## src/sv/lal_pkg.sv

```systemverilog
// shared types, constants and the arctangent table of the look-at angle limiter
`timescale 1ns / 1ps
`default_nettype none

package lal_pkg;

    localparam int CORDIC_STAGES_DEF = 16;

    localparam int IN_W       = 32;
    localparam int ANG_W      = 16;
    localparam int LIM_W      = 15;
    localparam int CFG_IDX_W  = 2;
    localparam int CFG_DATA_W = 16;

    localparam logic [CFG_IDX_W-1:0] CFG_PITCH_LIMIT = 2'd0;
    localparam logic [CFG_IDX_W-1:0] CFG_YAW_LIMIT   = 2'd1;
    localparam logic [LIM_W-1:0]     LIMIT_RST       = 15'd12868;

    // prescaled component, magnitude below 2^30
    localparam int PRE_W          = 31;
    localparam int PRE_LIMIT_BIT  = 30;
    localparam int VEC_W          = 2 * PRE_W;
    localparam int MAG_W          = VEC_W - 1;
    localparam int PRESCALE_STEPS = MAG_W - PRE_LIMIT_BIT;
    localparam int SQRT_CELLS     = 31;

    localparam int CX_W       = 34;
    localparam int Z_W        = 33;
    localparam int ROUND_SH   = 16;
    localparam int ROUND_HALF = 1 << (ROUND_SH - 1);

    localparam logic signed [Z_W-1:0]   ANG_HALF_PI = 33'sd843314857;
    localparam logic signed [ANG_W-1:0] Q13_PI      = 16'sd25736;

    typedef struct packed {
        logic [VEC_W-1:0] rem;
        logic [VEC_W-1:0] root;
    } t_sqrt;

    typedef struct packed {
        logic signed [CX_W-1:0] x;
        logic signed [CX_W-1:0] y;
        logic signed [Z_W-1:0]  z;
    } t_cordic;

    typedef struct packed {
        logic             sy;
        logic             sx;
        logic [MAG_W-1:0] my;
        logic [MAG_W-1:0] mx;
    } t_smag;

    // atan(2^-i) in units of 2^-29 rad
    function automatic logic signed [Z_W-1:0] atan_entry(input logic [4:0] idx);
        logic [30:0] v;
        case (idx)
            5'd0:    v = 31'd421657428;
            5'd1:    v = 31'd248918915;
            5'd2:    v = 31'd131521918;
            5'd3:    v = 31'd66762579;
            5'd4:    v = 31'd33510843;
            5'd5:    v = 31'd16771758;
            5'd6:    v = 31'd8387925;
            5'd7:    v = 31'd4194219;
            5'd8:    v = 31'd2097141;
            5'd9:    v = 31'd1048575;
            5'd10:   v = 31'd524288;
            5'd11:   v = 31'd262144;
            5'd12:   v = 31'd131072;
            5'd13:   v = 31'd65536;
            5'd14:   v = 31'd32768;
            5'd15:   v = 31'd16384;
            5'd16:   v = 31'd8192;
            5'd17:   v = 31'd4096;
            5'd18:   v = 31'd2048;
            5'd19:   v = 31'd1024;
            5'd20:   v = 31'd512;
            5'd21:   v = 31'd256;
            5'd22:   v = 31'd128;
            5'd23:   v = 31'd64;
            5'd24:   v = 31'd32;
            5'd25:   v = 31'd16;
            5'd26:   v = 31'd8;
            5'd27:   v = 31'd4;
            5'd28:   v = 31'd2;
            5'd29:   v = 31'd1;
            default: v = 31'd0;
        endcase
        return $signed({2'b00, v});
    endfunction

endpackage

`default_nettype wire

```

## src/sv/lal_sqrt_cell.sv

```systemverilog
// one digit cell of the pipelined integer square root
`timescale 1ns / 1ps
`default_nettype none

module lal_sqrt_cell import lal_pkg::*; #(
    parameter int BIT_POS = 0
) (
    input  wire logic  i_clk,
    input  wire logic  i_en,
    input  wire t_sqrt i_st,
    output t_sqrt      o_st
);

    localparam logic [VEC_W-1:0] BIT = VEC_W'(1) << (2 * BIT_POS);

    logic [VEC_W-1:0] trial;
    t_sqrt            n_st;
    t_sqrt            r_st;

    assign trial = i_st.root + BIT;

    always_comb begin
        if (i_st.rem >= trial) begin
            n_st.rem  = i_st.rem - trial;
            n_st.root = (i_st.root >> 1) + BIT;
        end else begin
            n_st.rem  = i_st.rem;
            n_st.root = i_st.root >> 1;
        end
    end

    always_ff @(posedge i_clk) begin
        if (i_en) begin
            r_st <= n_st;
        end
    end

    assign o_st = r_st;

endmodule

`default_nettype wire

```

## config.mk

```make
export PLATFORM = sky130hd
export DESIGN_NAME = lal_sqrt_cell
export DESIGN_NICKNAME = d
export VERILOG_FILES = /design/src/sv/lal_pkg.sv /design/src/sv/lal_sqrt_cell.sv
export SDC_FILE = /design/constraint.sdc
export NUM_CORES = 1
export LEC_CHECK = 0
export ABC_AREA = 1
export BUFFER_PORTS_ARGS = -buffer_cell sky130_fd_sc_hd__buf_2
export CAP_MARGIN = 15
export CORE_ASPECT_RATIO = 1.5
export CORE_MARGIN = 2
export CORE_UTILIZATION = 25
export CTS_CLUSTER_SIZE = 16
export DETAILED_ROUTE_END_ITERATION = 7
export PLACE_DENSITY = 0.47
export REMOVE_ABC_BUFFERS = 1
export SYNTH_ARGS = -nofsm -noshare
export SYNTH_HDL_FRONTEND = slang
export SYNTH_SLANG_ARGS = --single-unit
```

## constraint.sdc

```tcl
create_clock -name i_clk -period 8.2 [get_ports i_clk]
set_input_delay 2.46 -clock i_clk [delete_from_list [all_inputs] [get_ports i_clk]]
set_output_delay 2.46 -clock i_clk [all_outputs]
set_load 0.02 [all_outputs]
```

After elaboration in Yosys (flattened, before gate mapping)
Index checks and enable logic that the tools add are counted.
- bits in registers: 124
- input port bits: 126
- output and inout port bits: 124
- word-level logic and storage cells: 8
- add/sub/neg operators: 3
- magnitude comparators: 1
- muxes and demuxes: 1
- operators with widths (cell ; number):
    124-bit 2-to-1 mux ; 1
    61-bit by 1-bit adder with 62-bit output, second input constant ; 1
    62-bit by 1-bit adder with 62-bit output, second input constant ; 1
    62-bit >= comparator ; 1
    62-bit subtractor ; 1

Depth between registers and ports, before layout
- depth in word-level cells: 3
- depth in mapped cells: 25
- mapped depth without buffers: 25

Least setup slack after synthesis
OpenSTA, ideal clock, no wires.
- path kind: input port to flip-flop
- from: input port i_st[1] (netlist bit)
- to: register r_st (netlist bit o_st[115]) (data pin)
- setup time: 253 ps
- data arrival time: 5277 ps
- data required time: 7947 ps
- slack: 2669 ps
- stages: 25
- buffers on the path: 3
- cells stage by stage: ha_1 buf_2 nand3_2 nor2_2 nand2_1 nor2_2 nand2_1 nor3_1 xor2_1 ha_1 nand2_1 nor2_1 inv_1 nor2_2 nand2_1 nor2_1 nand2_1 nand3_1 nor2_1 nand2_2 buf_6 inv_4 buf_6 nand2_1 nand2_1
- RTL lines (item ; line ; RTL):
    start: declaration ; lal_sqrt_cell.sv:10 ; input wire t_sqrt i_st,
    end signal: assignment ; lal_sqrt_cell.sv:34 ; r_st <= n_st;
    end: declaration ; lal_sqrt_cell.sv:18 ; t_sqrt r_st;

==> impl_metrics.py <==
metrics = {
    "die": {
        "die_x_microns": 195.7,
        "rows": 105,
        "die_y_microns": 291.6,
        "start_util": 0.2523,
        "io_pins": 250,
        "coreArea_sq_mm": 0.05465,
        "die_area_sq_mm": 0.05708,
    },
    "global_routing": {
        "overflow": 0,
        "first_global_vias": 14900,
        "antenna_found_initial": 1,
        "grt_max_degree": 50,
        "grt_pass1_wl_microns": 96190,
        "grt_use_total": 0.2370,
    },
    "final_layout": {
        "fin_nets": 2712,
        "final_core_util": 0.3000,
        "largest_reg_flops": 124,
        "n_fill_cell": 6256,
        "drive_above_1_share": 0.1263,
        "syn2layout_area_growth_pct": 18.91,
        "final_cells": 3230,
    },
    "route": {
        "route.detailed.drc": 0,
        "dr.pass1.iters": 5,
        "via_count": 14680,
        "wl_microns": 67690,
        "drt-initial-drc-count": 853,
        "vias_per_cell": 4.545,
        "wire_per_inst_microns": 20.96,
        "drtAntennaViolNets": 0,
    },
    "sta": {
        "setup_viol": 0,
        "slew_headroom": 0.3630,
        "hold_viol_final": 0,
        "rsz0062_at_grt": "no",
        "hold_ws_ns": 2.302,
        "finalSetupTns_ns": 0,
        "max_freq_ghz": 0.1454,
        "fin_crit_ns": 6.877,
        "min_period_over_period": 0.8386,
        "drv_slew": 0,
        "worst_slew_pin_slew_ns": 0.9482,
    },
    "power": {
        "pwr-share-comb": 0.369,
        "p_seq_frac": 0.332,
        "p_total_mw": 2.545,
        "pwr-share-clk": 0.299,
        "leakagePower_nw": 8.759,
        "internal-power_mw": 1.529,
        "p_per_area_mw_per_mm2": 155.3,
        "power_switching_share": 0.3991,
        "netSwitchingPower_mw": 1.016,
        "irDropWorstVdd_uv": 132.2,
    },
    "placed_design": {
        "dpl.hpwl_microns": 59010,
        "dp.cells": 3197,
        "io_buffers": 249,
        "gp_congestion": 0.9422,
    },
    "clock_network": {
        "cts-hold-fix-buffers": 0,
        "cts_resized": 0,
        "cts_buffers": 17,
        "clkSinkCount": 124,
        "clock-root-buffer": "clkbuf_16",
        "cts_tree": "done",
        "h-tree-depth": 4,
        "cts_max_path_buffers": 2,
        "clk_pin_slew_worst_paths_ns": 0.06,
        "cts_setup_buffers": 0,
    },
    "logic_synthesis": {
        "syn_inst": 2268,
        "yosysTopAreaCell": "edfxtp_1",
        "synth_top_area_share": 0.2701,
        "synth-main-ff-cell": "edfxtp_1",
        "synth_top_cells_by_count": "943 x nand2_1, 435 x inv_1, 178 x nor2_1, 140 x xor2_1, 124 x edfxtp_1",
        "synthArstFlopShare": 0,
        "yosys_warnings": 0,
        "yosys_register_bits": 124,
        "ys_seq_area_frac": 0.2701,
        "synth.area.top_cells": "edfxtp_1 27%, nand2_1 26%, inv_1 12%",
        "netlist_area_sq_mm": 0.01379,
        "synth_edf_count": 124,
        "yosysMostFrequentCell": "nand2_1",
        "yosysUniqueCellTypes": 34,
        "syn_avg_cell_area_sq_um": 6.079,
    },
    "setup_path": {
        "critical_path_class": "primary input to flop",
        "cp.required_ns": 8.39,
        "start_kind": "primary input",
        "path_common_cell": "nand2_1",
        "worst_path_max_delay_cell": "nor3_2",
        "max_stage_delay_ns": 0.50,
        "path_max_fanout": 31,
        "end_kind": "flop",
        "crit_chain": "buf_2 > ha_1 > nand2_1 > nor2_2 > nand2_1 > nor2_1 > nand2_1 > nor3_2 > nand3_1 > xor2_1 > ha_1 > nand2_2 > nor2_1 > inv_1 > nor2_2 > nand2_1 > nor2_1 > nand2_1 > nand3_1 > nor2_1 > nand2_4 > buf_12 > buf_12 > o21ai_0",
        "worst-path-buf-inv": 4,
        "cp_data_arrival_time_ns": 7.06,
        "crit_family": "simple AND/OR/NAND/NOR gates",
    },
    "run_status": {
        "status": "finished clean",
    },
    "hold_path": {
        "min_path_type": "primary input to flop",
    },
    "job": {
        "max-cap-violations": 0,
    },
}
## cell usage in the layout (no fill, tap or decap), types with 13 or more instances in the layout
| master | count |
|---|---|
| clkbuf_16 | 17 |
| xor2_1 | 140 |
| buf_2 | 248 |
| edfxtp_1 | 124 |
| buf_4 | 13 |
| nor3_1 | 42 |
| ha_1 | 64 |
| nand4_1 | 38 |
| nor2_1 | 178 |
| a21oi_1 | 38 |
| nand2_1 | 943 |
| nor2_2 | 14 |
| inv_1 | 435 |
| o21ai_0 | 56 |
| nand3_1 | 114 |
## final timing paths
kind     start       end  slack (ns)  depth (start not counted)
max    i_st[1]  o_st[22]        1.32                         24
min   i_st[68]  o_st[68]        2.30                          3
## metal layers
| metal | global-route usage | vias to the layer above | wire (microns) |
|---|---|---|---|
| li1 | - | 7467 | - |
| met3 | 0.01698 | 101 | 1841 |
| met1 | 0.2487 | 6726 | 25420 |
| met5 | 0 | - | 0 |
| met2 | 0.4635 | 387 | 36620 |
| met4 | 0.1290 | 0 | 3807 |
## kinds of logic after synthesis
family,synth area share
flip-flops,0.2701
adder cells (fa/ha/maj),0.05953
XOR/XNOR,0.09275
AO/OA/AOI/OAI,0.03594
AND/OR/NAND/NOR,0.4042
buffers and inverters,0.1375
## final cells by class
type | count | area [sq um] | share of cell area
antenna | 1 | 2.502 | 0.0001526
clock buffer | 17 | 425.4 | 0.02595
clock inverter | 15 | 131.4 | 0.008013
inverter | 439 | 1650 | 0.1007
multi-input combinational | 1674 | 8173 | 0.4985
sequential | 124 | 3724 | 0.2271
tap | 695 | 869.6 | 0.05304
timing repair buffer | 265 | 1419 | 0.08654
## worst min-delay path, delay by kind of cell
kind,cells,cell delay (ns)
buf+inv,1,0.10
simple gates,2,0.10
## stage by stage
step / setup WS [ns] / instance area, sq um
6_report: 1.323 / 16390
5_1_grt: 0.8969 / 16390
4_1_cts: 1.293 / 16390
3_5_place_dp: 0.8230 / 15840
3_3_place_gp: 0.8052 / 15840
2_1_floorplan: 0.9300 / 13540
## power by group through the flow
stage	Combinational, mW	Clock (mW)	Sequential [mW]
2_1_floorplan	0.455	0	0.955
3_3_place_gp	0.941	0	0.862
3_5_place_dp	0.944	0	0.861
4_1_cts	0.948	0.779	0.849
5_1_grt	1.04	0.799	0.853
6_report	0.939	0.761	0.845
Power figures use the tool's default switching activity.
